`src/rtl/dst_pkg.sv`:
```
package dst_pkg;

   localparam int DST_NUM_ELEMENTS = 1024;
   localparam int DST_NUM_LEVELS   = 10;

   localparam int DATA_W    = 32;
   localparam int POS_W     = 10;
   localparam int CNT_W     = 11;
   localparam int CSR_IDX_W = 2;

   localparam logic [CSR_IDX_W-1:0] CSR_OP_MODE    = 2'd0;
   localparam logic [CSR_IDX_W-1:0] CSR_IDENTITY   = 2'd1;
   localparam logic [CSR_IDX_W-1:0] CSR_ELEM_COUNT = 2'd2;

   typedef enum logic [1:0] {
      OPC_LOAD  = 2'd0,
      OPC_BUILD = 2'd1,
      OPC_QUERY = 2'd2
   } opcode_type;

   typedef enum logic [1:0] {
      OP_MIN = 2'd0,
      OP_MAX = 2'd1,
      OP_SUM = 2'd2,
      OP_XOR = 2'd3
   } op_mode_type;

   typedef enum logic [1:0] {
      ST_IDLE,
      ST_QUERY,
      ST_BUILD,
      ST_DRAIN
   } state_type;

   typedef struct packed {
      opcode_type                opcode;
      logic [POS_W-1:0]          left_pos;
      logic [POS_W-1:0]          right_pos;
      logic signed [DATA_W-1:0]  value;
   } req_type;

   typedef struct packed {
      logic signed [DATA_W-1:0]  answer;
      logic                      empty_range;
      logic                      build_done;
   } rsp_type;

endpackage

```
`src/rtl/dst_combine.sv`:
```
module dst_combine
   import dst_pkg::*;
(
   input  op_mode_type              op_mode,
   input  logic signed [DATA_W-1:0] a,
   input  logic signed [DATA_W-1:0] b,
   output logic signed [DATA_W-1:0] y
);

   logic a_less;

   assign a_less = (a < b);

   always_comb begin
      case (op_mode)
         OP_MIN:  y = a_less ? a : b;
         OP_MAX:  y = a_less ? b : a;
         OP_SUM:  y = a + b;
         OP_XOR:  y = a ^ b;
         default: y = a ^ b;
      endcase
   end

endmodule

```
`config.mk`:
```
export PLATFORM = sky130hd
export DESIGN_NAME = dst_combine
export DESIGN_NICKNAME = d
export VERILOG_FILES = /design/src/rtl/dst_pkg.sv /design/src/rtl/dst_combine.sv
export SDC_FILE = /design/constraint.sdc
export NUM_CORES = 1
export LEC_CHECK = 0
export ABC_AREA = 1
export ABC_CLOCK_PERIOD_IN_PS = 4400
export BUFFER_PORTS_ARGS = -buffer_cell sky130_fd_sc_hd__buf_2
export CAP_MARGIN = 10
export CORE_MARGIN = 10
export CORE_UTILIZATION = 60
export DETAILED_ROUTE_END_ITERATION = 6
export MAX_ROUTING_LAYER = met4
export PLACE_DENSITY_LB_ADDON = 0.12
export SETUP_SLACK_MARGIN = 0.1
export SLEW_MARGIN = 15
export SYNTH_ARGS = -nofsm -noshare
export SYNTH_HDL_FRONTEND = slang
export SYNTH_SLANG_ARGS = --single-unit
```
`constraint.sdc`:
```
create_clock -name vclk -period 4.4
set_clock_uncertainty 0.1 [all_clocks]
set_input_delay 0.22 -clock vclk [all_inputs]
set_output_delay 0.22 -clock vclk [all_outputs]
set_load 0.005 [all_outputs]
```
==> impl_results.html, run 1 <==
<table>
<tr><th>Metric</th><th>Value</th></tr>
<tr><th colspan="2">Status</th></tr>
<tr><td>Result of the run</td><td>complete, no violations</td></tr>
<tr><th colspan="2">Yosys</th></tr>
<tr><td>Cell area after synthesis</td><td>0.00450 mm^2</td></tr>
<tr><td>Gate count of the mapped netlist</td><td>876</td></tr>
<tr><td>Synthesized-area fraction occupied by xor and xnor cells</td><td>0%</td></tr>
<tr><td>Number of synthesis warnings</td><td>0</td></tr>
<tr><td>Synthesized Nets</td><td>1006</td></tr>
<tr><td>Synth Area in Compound Gates</td><td>12.4%</td></tr>
<tr><td>Multiplexer share of the synthesized area</td><td>0%</td></tr>
<tr><td>Post-Synth Simple-Gate Area</td><td>53.6%</td></tr>
<tr><td>Mean post-synth cell area</td><td>5.14 um^2</td></tr>
<tr><td>Combinational family with the most area after synthesis</td><td>simple AND/OR/NAND/NOR gates</td></tr>
<tr><td>Register area share after synthesis</td><td>0%</td></tr>
<tr><td>Library cells used by synthesis</td><td>33</td></tr>
<tr><td>Adder and majority gate portion of the synthesized area</td><td>18.0%</td></tr>
<tr><th colspan="2">Pwr</th></tr>
<tr><td>Cell leakage power</td><td>0.00291 uW</td></tr>
<tr><td>Worst IR drop on VDD</td><td>0.0661 mV</td></tr>
<tr><td>Post-route total power</td><td>727 uW</td></tr>
<tr><td>Switching portion of total power</td><td>66.0%</td></tr>
<tr><td>Share of total power in combinational logic</td><td>100.0%</td></tr>
<tr><td>Switching Power</td><td>480 uW</td></tr>
<tr><td>Sequential fraction of design power</td><td>0%</td></tr>
<tr><td>Pint</td><td>248 uW</td></tr>
<tr><td>P per Cell Area</td><td>146 mW/mm^2</td></tr>
<tr><td>Power share of the clock group</td><td>0%</td></tr>
<tr><th colspan="2">Routing</th></tr>
<tr><td>Total number of vias</td><td>6113</td></tr>
<tr><td>Total iterations of the first detailed-routing run</td><td>6</td></tr>
<tr><td>Total wire length</td><td>16000 um</td></tr>
<tr><td>DRC violations left</td><td>0</td></tr>
<tr><td>Number of nets with antenna violations after detailed routing</td><td>0</td></tr>
<tr><td>Detail-routed via count per cell</td><td>5.86</td></tr>
<tr><td>Mean routed wirelength per cell</td><td>15.3 um</td></tr>
<tr><td>Iteration-0 DRC count of the detailed router</td><td>536</td></tr>
<tr><th colspan="2">Floorplanning</th></tr>
<tr><td>Number of standard-cell rows in the floorplan</td><td>31</td></tr>
<tr><td>Die height</td><td>107 um</td></tr>
<tr><td>Chip Width</td><td>107 um</td></tr>
<tr><td>Area inside the core boundary</td><td>0.00729 mm^2</td></tr>
<tr><td>Die area</td><td>0.0114 mm^2</td></tr>
<tr><td>Starting density of the core</td><td>61.7%</td></tr>
<tr><td>I/O pin count</td><td>98</td></tr>
<tr><th colspan="2">STA</th></tr>
<tr><td>Worst-Margin Slew</td><td>951 ps</td></tr>
<tr><td>Setup repair after global routing missed its margin</td><td>false</td></tr>
<tr><td>Final setup violation count</td><td>0</td></tr>
<tr><td>Fin crit share</td><td>78.9%</td></tr>
<tr><td>Hold slack final</td><td>767 ps</td></tr>
<tr><td>Count of final max-slew check failures</td><td>0</td></tr>
<tr><td>Worst Slack Setup Final</td><td>930 ps</td></tr>
<tr><td>Remaining max-slew budget at the tightest pin</td><td>36.4%</td></tr>
<tr><td>Post-layout min period</td><td>3470 ps</td></tr>
<tr><td>Maximum clock rate</td><td>288 MHz</td></tr>
<tr><td>Setup TNS Final</td><td>0 ps</td></tr>
<tr><td>Final hold violations</td><td>0</td></tr>
<tr><th colspan="2">Run</th></tr>
<tr><td>MaxCap Viol Count</td><td>0</td></tr>
<tr><th colspan="2">Worst hold path</th></tr>
<tr><td>Endpoint of the worst hold-timing path</td><td>y[23]</td></tr>
<tr><td>Worst hold path cell count</td><td>6</td></tr>
<tr><td>Start point of the worst hold path</td><td>b[23]</td></tr>
<tr><td>Hold/Removal Path Class</td><td>input pin to output pin</td></tr>
<tr><th colspan="2">GRT</th></tr>
<tr><td>Vias in the first global route</td><td>5732</td></tr>
<tr><td>Overflow left after global routing</td><td>0</td></tr>
<tr><td>Wire length of the first global-routing pass</td><td>25800 um</td></tr>
<tr><td>Tot GR Track Use</td><td>26.7%</td></tr>
<tr><td>Pin count of the biggest net entering global routing</td><td>56</td></tr>
<tr><td>Initial antenna violation count</td><td>0</td></tr>
<tr><th colspan="2">Layout</th></tr>
<tr><td>Synthesis-to-layout area growth</td><td>10.3%</td></tr>
<tr><td>Sequential cell area</td><td>0 um^2</td></tr>
<tr><td>Total number of sequential cells</td><td>0</td></tr>
<tr><td>Final nets</td><td>1076</td></tr>
<tr><td>Antenna diode count</td><td>0</td></tr>
<tr><td>Final-layout clock buffer total</td><td>0</td></tr>
<tr><td>Fraction of layout cells with a size suffix above 1</td><td>12.8%</td></tr>
<tr><td>Post-route core utilization</td><td>68.1%</td></tr>
<tr><th colspan="2">Placement</th></tr>
<tr><td>Buffers added on ports</td><td>98</td></tr>
<tr><td>Final HPWL from detailed placement</td><td>12800 um</td></tr>
<tr><td>Post-placement worst setup slack</td><td>964 ps</td></tr>
<tr><td>Final RePlAce weighted congestion</td><td>1.02</td></tr>
<tr><th colspan="2">Worst setup path</th></tr>
<tr><td>Critical path arrival</td><td>3150 ps</td></tr>
<tr><td>Worst-path maximum fanout</td><td>21</td></tr>
<tr><td>Slowest cell on the critical path</td><td>nand3_1</td></tr>
<tr><td>Setup crit start kind</td><td>input pin</td></tr>
<tr><td>Data required time of the critical path</td><td>4080 ps</td></tr>
<tr><td>Worst Setup End Kind</td><td>output pin</td></tr>
<tr><td>Most common cell on crit path</td><td>nand3_1</td></tr>
<tr><td>Cell breakdown of the critical path</td><td>buf_2, inv_1, ha_1, inv_1, nor3_1, nand2_1, nor2_2, nand2_2, nand3_1, buf_4, nand3_1, nand3_1, nand3_1, buf_2</td></tr>
<tr><td>Class of the most critical setup path</td><td>input pin to output pin</td></tr>
<tr><td>Cell family contributing the most delay on the critical path</td><td>simple AND/OR/NAND/NOR gates</td></tr>
<tr><td>Largest stage delay, worst path</td><td>680 ps</td></tr>
<tr><td>Number of cells on the critical path</td><td>14</td></tr>
<tr><td>Critical path buffer and inverter count</td><td>5</td></tr>
<tr><th colspan="2">Clock network</th></tr>
<tr><td>Number of hold buffers added after cts</td><td>0</td></tr>
<tr><td>Count of buffers added by post-CTS timing repair for setup</td><td>0</td></tr>
<tr><td>Post-CTS sizing</td><td>0</td></tr>
</table>
synth_stat cells (2+ instances only):
master / number / share of area [%]
buf_8: 2 / 0.67
nor4_1: 3 / 0.42
inv_1: 138 / 12
nor3_1: 12 / 1.3
clkbuf_1: 11 / 0.92
nor2_1: 52 / 4.3
o211ai_1: 2 / 0.33
buf_1: 3 / 0.25
a21oi_1: 56 / 6.2
ha_1: 63 / 18
nand4_1: 2 / 0.28
buf_4: 6 / 1.0
or2_2: 2 / 0.28
nand2_1: 204 / 17
buf_2: 13 / 1.4
o21ai_0: 32 / 3.6
nand3_1: 247 / 27
o21a_1: 2 / 0.33
nand2_4: 3 / 0.75
a21o_1: 2 / 0.33
nand2_2: 3 / 0.42
inv_2: 3 / 0.25
o21bai_1: 5 / 0.83
kinds of logic after synthesis:
kind of cell               after synthesis
buffers and inverters                  176
and+or+nand+nor                        533
adders and majority gates               64
AOI/OAI and AO/OA                      103
power by group through the flow:
stage          registers [uW]  logic, uW  clock network (uW)
6_report                    0        727                   0
5_1_grt                     0        809                   0
4_1_cts                     0        712                   0
3_5_place_dp                0        709                   0
3_3_place_gp                0        683                   0
2_1_floorplan               0        503                   0
worst max path at each step:
stage          start  slack, ps    end
2_1_floorplan  b[31]       2250  y[10]
3_3_place_gp   b[17]       1130  y[22]
3_5_place_dp   b[17]        960   y[0]
4_1_cts        b[17]        940   y[0]
5_1_grt        b[18]        720  y[21]
6_report       b[25]        930  y[30]
placed cells by master, fill, tap and decap left out:
| cell | n |
|---|---|
| a21boi_0 | 1 |
| a21o_1 | 2 |
| a21oi_1 | 56 |
| a21oi_4 | 1 |
| a31oi_1 | 1 |
| buf_2 | 98 |
| buf_4 | 5 |
| fa_1 | 1 |
| ha_1 | 63 |
| inv_1 | 138 |
| inv_2 | 3 |
| nand2_1 | 204 |
| nand2_2 | 3 |
| nand2_4 | 3 |
| nand2_8 | 1 |
| nand3_1 | 247 |
| nand3_4 | 1 |
| nand4_1 | 2 |
| nor2_1 | 50 |
| nor2_2 | 3 |
| nor2b_1 | 1 |
| nor3_1 | 12 |
| nor3_2 | 1 |
| nor4_1 | 3 |
| o211ai_1 | 2 |
| o21a_1 | 2 |
| o21ai_0 | 32 |
| o21ai_1 | 1 |
| o21bai_1 | 5 |
| or2_2 | 2 |
per-layer routing:
metal  track usage, %  vias to the layer above  wire, um
li1                 -                     3021         -
met1             30.9                     2681      6410
met2             47.0                      361      7600
met3             3.35                       50      1450
met4             7.93                        0       517
met5                -                        -         0
per-stage QoR:
stage	cell area, um^2	instances
global route	4970	1043
detailed placement	4970	1043
CTS	4970	1043
floorplan	4500	876
global placement	4970	1043
finish	4970	1043
area by class of cell:
type / count / area (um^2)
Multi-Input combinational cell: 700 / 3780
Fill cell: 715 / 2330
Inverter: 141 / 529
Timing Repair Buffer: 103 / 528
Tap cell: 99 / 124
(Power assumes the default switching activity.)
==> run 2, diff against run 1 <==
--- a/config.mk
+++ b/config.mk
@@ -6,11 +6,11 @@
 export NUM_CORES = 1
 export LEC_CHECK = 0
 export ABC_AREA = 1
-export ABC_CLOCK_PERIOD_IN_PS = 4400
+export ABC_CLOCK_PERIOD_IN_PS = 2950
 export BUFFER_PORTS_ARGS = -buffer_cell sky130_fd_sc_hd__buf_2
 export CAP_MARGIN = 10
 export CORE_MARGIN = 10
-export CORE_UTILIZATION = 60
+export CORE_UTILIZATION = 53
 export DETAILED_ROUTE_END_ITERATION = 6
 export MAX_ROUTING_LAYER = met4
 export PLACE_DENSITY_LB_ADDON = 0.12
==> constraint.sdc (replaced) <==
create_clock -name vclk -period 2.95
set_clock_uncertainty 0.1 [all_clocks]
set_input_delay 0.1475 -clock vclk [all_inputs]
set_output_delay 0.1475 -clock vclk [all_outputs]
set_load 0.005 [all_outputs]
==> impl_results.html, run 2 (synthesis results as in run 1) <==
<table>
<tr><th>Metric</th><th>Value</th></tr>
<tr><th colspan="2">Status</th></tr>
<tr><td>Result of the run</td><td>complete, no violations (unchanged)</td></tr>
<tr><th colspan="2">STA</th></tr>
<tr><td>Post-layout min period</td><td>2640 ps</td></tr>
<tr><td>Final setup violation count</td><td>0 (unchanged)</td></tr>
<tr><td>Setup TNS Final</td><td>0 ps (unchanged)</td></tr>
<tr><td>Setup repair after global routing missed its margin</td><td>true (was false)</td></tr>
<tr><td>Maximum clock rate</td><td>378 MHz</td></tr>
<tr><td>Count of final max-slew check failures</td><td>0 (unchanged)</td></tr>
<tr><td>Remaining max-slew budget at the tightest pin</td><td>63.5% (was 36.4%)</td></tr>
<tr><td>Final hold violations</td><td>0 (unchanged)</td></tr>
<tr><td>Worst-Margin Slew</td><td>547 ps (was 951 ps)</td></tr>
<tr><td>Fin crit share</td><td>89.6%</td></tr>
<tr><th colspan="2">Layout</th></tr>
<tr><td>Commonest non-fill, non-tap cell in the layout</td><td>nand3_1 (unchanged)</td></tr>
<tr><td>Synthesis-to-layout area growth</td><td>12.3% (was 10.3%)</td></tr>
<tr><td>Fillers</td><td>961 (was 715)</td></tr>
<tr><td>Antenna diode count</td><td>0 (unchanged)</td></tr>
<tr><td>Final-layout clock buffer total</td><td>0 (unchanged)</td></tr>
<tr><td>Final nets</td><td>1082 (was 1076)</td></tr>
<tr><td>Sequential cell area</td><td>0 um^2 (unchanged)</td></tr>
<tr><td>Leading cell types in the layout, fill and taps excluded</td><td>nand3_1, nand2_1, inv_1 (unchanged)</td></tr>
<tr><td>Post-route core utilization</td><td>61.2% (was 68.1%)</td></tr>
<tr><td>Fraction of layout cells with a size suffix above 1</td><td>13.5% (was 12.8%)</td></tr>
<tr><td>Total number of sequential cells</td><td>0 (unchanged)</td></tr>
<tr><th colspan="2">Pwr</th></tr>
<tr><td>Switching Power</td><td>703 uW (was 480 uW)</td></tr>
<tr><td>Pint</td><td>389 uW (was 248 uW)</td></tr>
<tr><td>Sequential fraction of design power</td><td>0% (about the same)</td></tr>
<tr><td>Worst IR drop on VDD</td><td>0.0956 mV (was 0.0661 mV)</td></tr>
<tr><td>Switching portion of total power</td><td>64.4% (was 66.0%)</td></tr>
<tr><td>Share of total power in combinational logic</td><td>100.0% (about the same)</td></tr>
<tr><td>Cell leakage power</td><td>0.00295 uW (was 0.00291 uW)</td></tr>
<tr><td>Power share of the clock group</td><td>0% (about the same)</td></tr>
<tr><td>P per Cell Area</td><td>216 mW/mm^2 (was 146 mW/mm^2)</td></tr>
<tr><th colspan="2">Routing</th></tr>
<tr><td>DRC violations left</td><td>0 (unchanged)</td></tr>
<tr><td>Total wire length</td><td>15300 um (was 16000 um)</td></tr>
<tr><td>Total iterations of the first detailed-routing run</td><td>5 (was 6)</td></tr>
<tr><td>Number of nets with antenna violations after detailed routing</td><td>0 (unchanged)</td></tr>
<tr><td>Total number of vias</td><td>5878 (was 6113)</td></tr>
<tr><td>Iteration-0 DRC count of the detailed router</td><td>609 (was 536)</td></tr>
<tr><td>Detail-routed via count per cell</td><td>5.57 (was 5.86)</td></tr>
<tr><td>Mean routed wirelength per cell</td><td>14.5 um (was 15.3 um)</td></tr>
<tr><th colspan="2">Worst setup path</th></tr>
<tr><td>Worst Setup SP</td><td>b[17] (was b[25])</td></tr>
<tr><td>Critical path buffer and inverter count</td><td>4 (was 5)</td></tr>
<tr><td>Largest stage delay, worst path</td><td>340 ps (was 680 ps)</td></tr>
<tr><td>Cell breakdown of the critical path</td><td>buf_2, inv_1, ha_1, nand2_1, nand2_1, nand2_1, nand2_1, nand2_1, nand3_1, a21oi_4, nand2_8, nand2_4, buf_4, nand3_1, nand3_1, nand3_1, buf_2 (was buf_2, inv_1, ha_1, inv_1, nor3_1, nand2_1, nor2_2, nand2_2, nand3_1, buf_4, nand3_1, nand3_1, nand3_1, buf_2)</td></tr>
<tr><td>Setup crit start kind</td><td>input pin (unchanged)</td></tr>
<tr><td>Most common cell on crit path</td><td>nand2_1 (was nand3_1)</td></tr>
<tr><td>Cell family contributing the most delay on the critical path</td><td>simple AND/OR/NAND/NOR gates (unchanged)</td></tr>
<tr><td>Slowest cell on the critical path</td><td>ha_1 (was nand3_1)</td></tr>
<tr><td>Data required time of the critical path</td><td>2700 ps (was 4080 ps)</td></tr>
<tr><td>Worst-path maximum fanout</td><td>33 (was 21)</td></tr>
<tr><td>Class of the most critical setup path</td><td>input pin to output pin (unchanged)</td></tr>
<tr><td>Critical path arrival</td><td>2400 ps (was 3150 ps)</td></tr>
<tr><td>Worst Setup End Kind</td><td>output pin (unchanged)</td></tr>
<tr><th colspan="2">GRT</th></tr>
<tr><td>Met2 usage in global routing</td><td>40.9% (was 47.0%)</td></tr>
<tr><td>Layer carrying the most global-route usage</td><td>met2 (unchanged)</td></tr>
<tr><td>Wire length of the first global-routing pass</td><td>25800 um (about the same)</td></tr>
<tr><td>Tot GR Track Use</td><td>23.6% (was 26.7%)</td></tr>
<tr><td>Initial antenna violation count</td><td>0 (unchanged)</td></tr>
<tr><td>Pin count of the biggest net entering global routing</td><td>41 (was 56)</td></tr>
<tr><td>Overflow left after global routing</td><td>0 (unchanged)</td></tr>
<tr><td>Vias in the first global route</td><td>5600 (was 5732)</td></tr>
<tr><td>Global Route met1 Usage</td><td>30.4% (was 30.9%)</td></tr>
<tr><td>Grt met3 use</td><td>1.76% (was 3.35%)</td></tr>
<tr><th colspan="2">Floorplanning</th></tr>
<tr><td>I/O pin count</td><td>98 (unchanged)</td></tr>
<tr><td>Die height</td><td>112 um (was 107 um)</td></tr>
<tr><td>Chip Width</td><td>112 um (was 107 um)</td></tr>
<tr><td>Number of standard-cell rows in the floorplan</td><td>33 (was 31)</td></tr>
<tr><td>Area inside the core boundary</td><td>0.00826 mm^2 (was 0.00729 mm^2)</td></tr>
<tr><td>Die area</td><td>0.0126 mm^2 (was 0.0114 mm^2)</td></tr>
<tr><td>Starting density of the core</td><td>54.5% (was 61.7%)</td></tr>
<tr><th colspan="2">Worst hold path</th></tr>
<tr><td>Hold/Removal Path Class</td><td>input pin to output pin (unchanged)</td></tr>
<tr><td>Start point of the worst hold path</td><td>a[31] (was b[23])</td></tr>
<tr><th colspan="2">Clock network</th></tr>
<tr><td>Count of buffers added by post-CTS timing repair for setup</td><td>0 (unchanged)</td></tr>
<tr><td>Number of hold buffers added after cts</td><td>0 (unchanged)</td></tr>
<tr><th colspan="2">Placement</th></tr>
<tr><td>Buffers added on ports</td><td>98 (unchanged)</td></tr>
<tr><td>Final RePlAce weighted congestion</td><td>0.994 (was 1.02)</td></tr>
<tr><td>Final HPWL from detailed placement</td><td>12400 um (was 12800 um)</td></tr>
<tr><th colspan="2">Run</th></tr>
<tr><td>MaxCap Viol Count</td><td>0 (unchanged)</td></tr>
</table>
run 2: cell type report:
cell class / instances / area, um^2 / share of cell area, %
multi-input combinational: 700 / 3800 / 75.1
timing repair buffer: 109 / 598 / 11.8
inverter: 141 / 529 / 10.5
tap: 105 / 131 / 2.60
run 2: tightest hold or removal path, delay by kind of cell:
family | cells | cell delay (ps)
AND/OR/NAND/NOR | 1 | 90
buffers and inverters | 2 | 220
AO/OA/AOI/OAI | 1 | 90
run 2: through the flow:
stage	total power (uW)	area, um^2	setup WS (ps)	cells	hold slack [ps]
6_report	1090	5060	307	1055	603
5_1_grt	1230	5060	99.8	1055	660
4_1_cts	1080	5040	318	1055	606
3_5_place_dp	1080	5040	330	1055	605
3_3_place_gp	1070	5040	314	1055	615
2_1_floorplan	750	4500	949	876	329
run 2: power by group through the flow:
stage / registers (uW) / clock network, uW / logic, uW
detailed placement: 0 / 0 / 1080
floorplan: 0 / 0 / 750
finish: 0 / 0 / 1090
global route: 0 / 0 / 1230
global placement: 0 / 0 / 1070
CTS: 0 / 0 / 1080
run 2: routing by layer:
| metal | share of wire (%) | vias up | wire [um] |
|---|---|---|---|
| met2 | 47 | 225 | 7160 |
| met1 | 46 | 2627 | 7100 |
| li1 | - | 3022 | - |
| met3 | 6.8 | 4 | 1040 |
| met5 | 0 | - | 0 |
| met4 | 0.25 | 0 | 38 |
run 2: repair_timing:
action	4_1_cts	5_1_grt
endpoints found under the setup margin	0	7
resized for setup	0	2
hold endpoints to repair	0	0
run 2: worst paths after layout:
| kind | depth (start not counted) | endpoint | slack (ps) |
|---|---|---|---|
| setup / recovery | 17 | y[13] | 310 |
| hold / removal | 4 | y[31] | 600 |
==> run 3, diff against run 2 <==
--- a/config.mk
+++ b/config.mk
@@ -12,7 +12,6 @@
 export CORE_MARGIN = 10
 export CORE_UTILIZATION = 53
 export DETAILED_ROUTE_END_ITERATION = 6
-export MAX_ROUTING_LAYER = met4
 export PLACE_DENSITY_LB_ADDON = 0.12
 export SETUP_SLACK_MARGIN = 0.1
 export SLEW_MARGIN = 15
==> impl_results.html, run 3 (synthesis results as in run 1) <==
<table>
<tr><th>Metric</th><th>Value</th></tr>
<tr><th colspan="2">Status</th></tr>
<tr><td>Result of the run</td><td>complete, no violations (unchanged)</td></tr>
<tr><th colspan="2">Floorplanning</th></tr>
<tr><td>Number of standard-cell rows in the floorplan</td><td>33 (unchanged)</td></tr>
<tr><td>I/O pin count</td><td>98 (unchanged)</td></tr>
<tr><td>Die area</td><td>0.0126 mm^2 (unchanged)</td></tr>
<tr><td>Area inside the core boundary</td><td>0.00826 mm^2 (unchanged)</td></tr>
<tr><td>Chip Width</td><td>112 um (unchanged)</td></tr>
<tr><td>Starting density of the core</td><td>54.5% (unchanged)</td></tr>
<tr><td>Die height</td><td>112 um (unchanged)</td></tr>
<tr><th colspan="2">GRT</th></tr>
<tr><td>Initial antenna violation count</td><td>0 (unchanged)</td></tr>
<tr><td>Vias in the first global route</td><td>5580 (was 5600)</td></tr>
<tr><td>Overflow left after global routing</td><td>0 (unchanged)</td></tr>
<tr><td>Tot GR Track Use</td><td>22.9% (was 23.6%)</td></tr>
<tr><td>Pin count of the biggest net entering global routing</td><td>55 (was 41)</td></tr>
<tr><td>Wire length of the first global-routing pass</td><td>25700 um (was 25800 um)</td></tr>
<tr><th colspan="2">Pwr</th></tr>
<tr><td>P per Cell Area</td><td>217 mW/mm^2 (was 216 mW/mm^2)</td></tr>
<tr><td>Worst IR drop on VDD</td><td>0.0861 mV (was 0.0956 mV)</td></tr>
<tr><td>Cell leakage power</td><td>0.00295 uW (about the same)</td></tr>
<tr><th colspan="2">Worst setup path</th></tr>
<tr><td>Cell breakdown of the critical path</td><td>buf_2, inv_1, ha_1, nand2_2, nor3_2, nand2_1, nor2_2, nand2_2, nand3_1, buf_12, nand2_4, nand2_1, nand3_1, nand3_1, buf_2 (was buf_2, inv_1, ha_1, nand2_1, nand2_1, nand2_1, nand2_1, nand2_1, nand3_1, a21oi_4, nand2_8, nand2_4, buf_4, nand3_1, nand3_1, nand3_1, buf_2)</td></tr>
<tr><td>Worst Setup SP</td><td>b[31] (was b[17])</td></tr>
<tr><td>Largest stage delay, worst path</td><td>480 ps (was 340 ps)</td></tr>
<tr><td>Data required time of the critical path</td><td>2700 ps (about the same)</td></tr>
<tr><td>Termination of the worst setup path</td><td>y[1] (was y[13])</td></tr>
<tr><td>Worst-path maximum fanout</td><td>40 (was 33)</td></tr>
<tr><td>Most common cell on crit path</td><td>nand3_1 (was nand2_1)</td></tr>
<tr><td>Critical path arrival</td><td>2400 ps (about the same)</td></tr>
<tr><td>Setup crit start kind</td><td>input pin (unchanged)</td></tr>
<tr><td>Class of the most critical setup path</td><td>input pin to output pin (unchanged)</td></tr>
<tr><td>Worst Setup End Kind</td><td>output pin (unchanged)</td></tr>
<tr><td>Slowest cell on the critical path</td><td>ha_1 (unchanged)</td></tr>
<tr><th colspan="2">Layout</th></tr>
<tr><td>Final nets</td><td>1080 (was 1082)</td></tr>
<tr><td>Antenna diode count</td><td>0 (unchanged)</td></tr>
<tr><td>Post-route cell area</td><td>0.00506 mm^2 (about the same)</td></tr>
<tr><td>Final-layout clock buffer total</td><td>0 (unchanged)</td></tr>
<tr><td>Commonest non-fill, non-tap cell in the layout</td><td>nand3_1 (unchanged)</td></tr>
<tr><td>Total number of sequential cells</td><td>0 (unchanged)</td></tr>
<tr><td>Synthesis-to-layout area growth</td><td>12.3% (about the same)</td></tr>
<tr><td>Sequential cell area</td><td>0 um^2 (unchanged)</td></tr>
<tr><td>Leading cell types in the layout, fill and taps excluded</td><td>nand3_1, nand2_1, inv_1 (unchanged)</td></tr>
<tr><td>Fraction of layout cells with a size suffix above 1</td><td>13.4% (was 13.5%)</td></tr>
<tr><th colspan="2">Placement</th></tr>
<tr><td>Final HPWL from detailed placement</td><td>12300 um (was 12400 um)</td></tr>
<tr><td>Cell Area, Placed</td><td>0.00504 mm^2 (about the same)</td></tr>
<tr><td>Buffers added on ports</td><td>98 (unchanged)</td></tr>
<tr><td>Post-placement worst setup slack</td><td>253 ps (was 330 ps)</td></tr>
<tr><td>Final RePlAce weighted congestion</td><td>0.999 (was 0.994)</td></tr>
<tr><th colspan="2">Worst hold path</th></tr>
<tr><td>Hold/Removal Path Class</td><td>input pin to output pin (unchanged)</td></tr>
<tr><td>Start point of the worst hold path</td><td>b[24] (was a[31])</td></tr>
<tr><th colspan="2">Routing</th></tr>
<tr><td>Mean routed wirelength per cell</td><td>14.8 um (was 14.5 um)</td></tr>
<tr><td>DRC violations left</td><td>0 (unchanged)</td></tr>
<tr><td>Number of nets with antenna violations after detailed routing</td><td>0 (unchanged)</td></tr>
<tr><td>Iteration-0 DRC count of the detailed router</td><td>513 (was 609)</td></tr>
<tr><td>Total number of vias</td><td>5885 (was 5878)</td></tr>
<tr><td>Detail-routed via count per cell</td><td>5.59 (was 5.57)</td></tr>
<tr><td>Total wire length</td><td>15600 um (was 15300 um)</td></tr>
<tr><td>Total iterations of the first detailed-routing run</td><td>5 (unchanged)</td></tr>
<tr><th colspan="2">STA</th></tr>
<tr><td>Fin crit share</td><td>89.8% (was 89.6%)</td></tr>
<tr><td>Setup TNS Final</td><td>0 ps (unchanged)</td></tr>
<tr><td>Remaining max-slew budget at the tightest pin</td><td>61.1% (was 63.5%)</td></tr>
<tr><td>Post-layout min period</td><td>2650 ps (was 2640 ps)</td></tr>
<tr><td>Setup repair after global routing missed its margin</td><td>false (was true)</td></tr>
<tr><td>Worst Slack Setup Final</td><td>301 ps (was 307 ps)</td></tr>
<tr><td>Hold slack final</td><td>620 ps (was 603 ps)</td></tr>
<tr><td>Count of final max-slew check failures</td><td>0 (unchanged)</td></tr>
<tr><td>Final hold violations</td><td>0 (unchanged)</td></tr>
<tr><td>Worst-Margin Slew</td><td>583 ps (was 547 ps)</td></tr>
<tr><td>Maximum clock rate</td><td>377 MHz (was 378 MHz)</td></tr>
<tr><td>Final setup violation count</td><td>0 (unchanged)</td></tr>
<tr><th colspan="2">Clock network</th></tr>
<tr><td>Count of buffers added by post-CTS timing repair for setup</td><td>0 (unchanged)</td></tr>
<tr><th colspan="2">Run</th></tr>
<tr><td>MaxCap Viol Count</td><td>0 (unchanged)</td></tr>
</table>
## run 3: how the worst min path moves through the flow
stage	end	slack (ps)	cells past startpoint
6_report	y[24]	620	6
5_1_grt	y[5]	680	6
4_1_cts	y[31]	620	4
3_5_place_dp	y[31]	620	4
3_3_place_gp	y[31]	610	4
2_1_floorplan	y[1]	330	2
## run 3: layer usage
metal,track usage (%),up-vias,wire [um],part of all wire (%)
li1,-,3024,-,-
met1,30.4,2625,7080,46
met2,39.9,225,7160,46
met3,2.45,11,1240,8.0
met4,2.28,0,77,0.49
met5,0,-,0,0
## run 3: final cells by class
| type | count | area [um^2] |
|---|---|---|
| repair buffers | 107 | 596 |
| well taps | 105 | 131 |
| fillers | 933 | 3200 |
| inverters | 141 | 529 |
| multi-input cells | 700 | 3800 |
## run 3: worst max-delay path: cells and delay by family
| family | cells | cell delay (ps) |
|---|---|---|
| adder cells (fa/ha/maj) | 1 | 480 |
| buffers and inverters | 4 | 510 |
| AND/OR/NAND/NOR | 10 | 1270 |
## run 3: what timing repair did
item                       in CTS  in global routing
gates resized for setup         0                  3
setup endpoints to repair       0                 21
hold buffers                    0                  0
## run 3: report_power, final
| group | leakage [uW] | internal, uW | total [uW] | switching [uW] |
|---|---|---|---|---|
| sequential | 0 | 0 | 0 | 0 |
| combinational | 0.00295 | 389 | 1100 | 707 |
| clock | 0 | 0 | 0 | 0 |
## run 3: through the flow
stage,instances,util [%],power [uW]
after floorplan,876,-,750
after global placement,1053,61.0,1070
after detailed placement,1053,61.0,1080
after CTS,1053,61.0,1080
after global routing,1053,61.2,1240
final,1053,61.2,1100
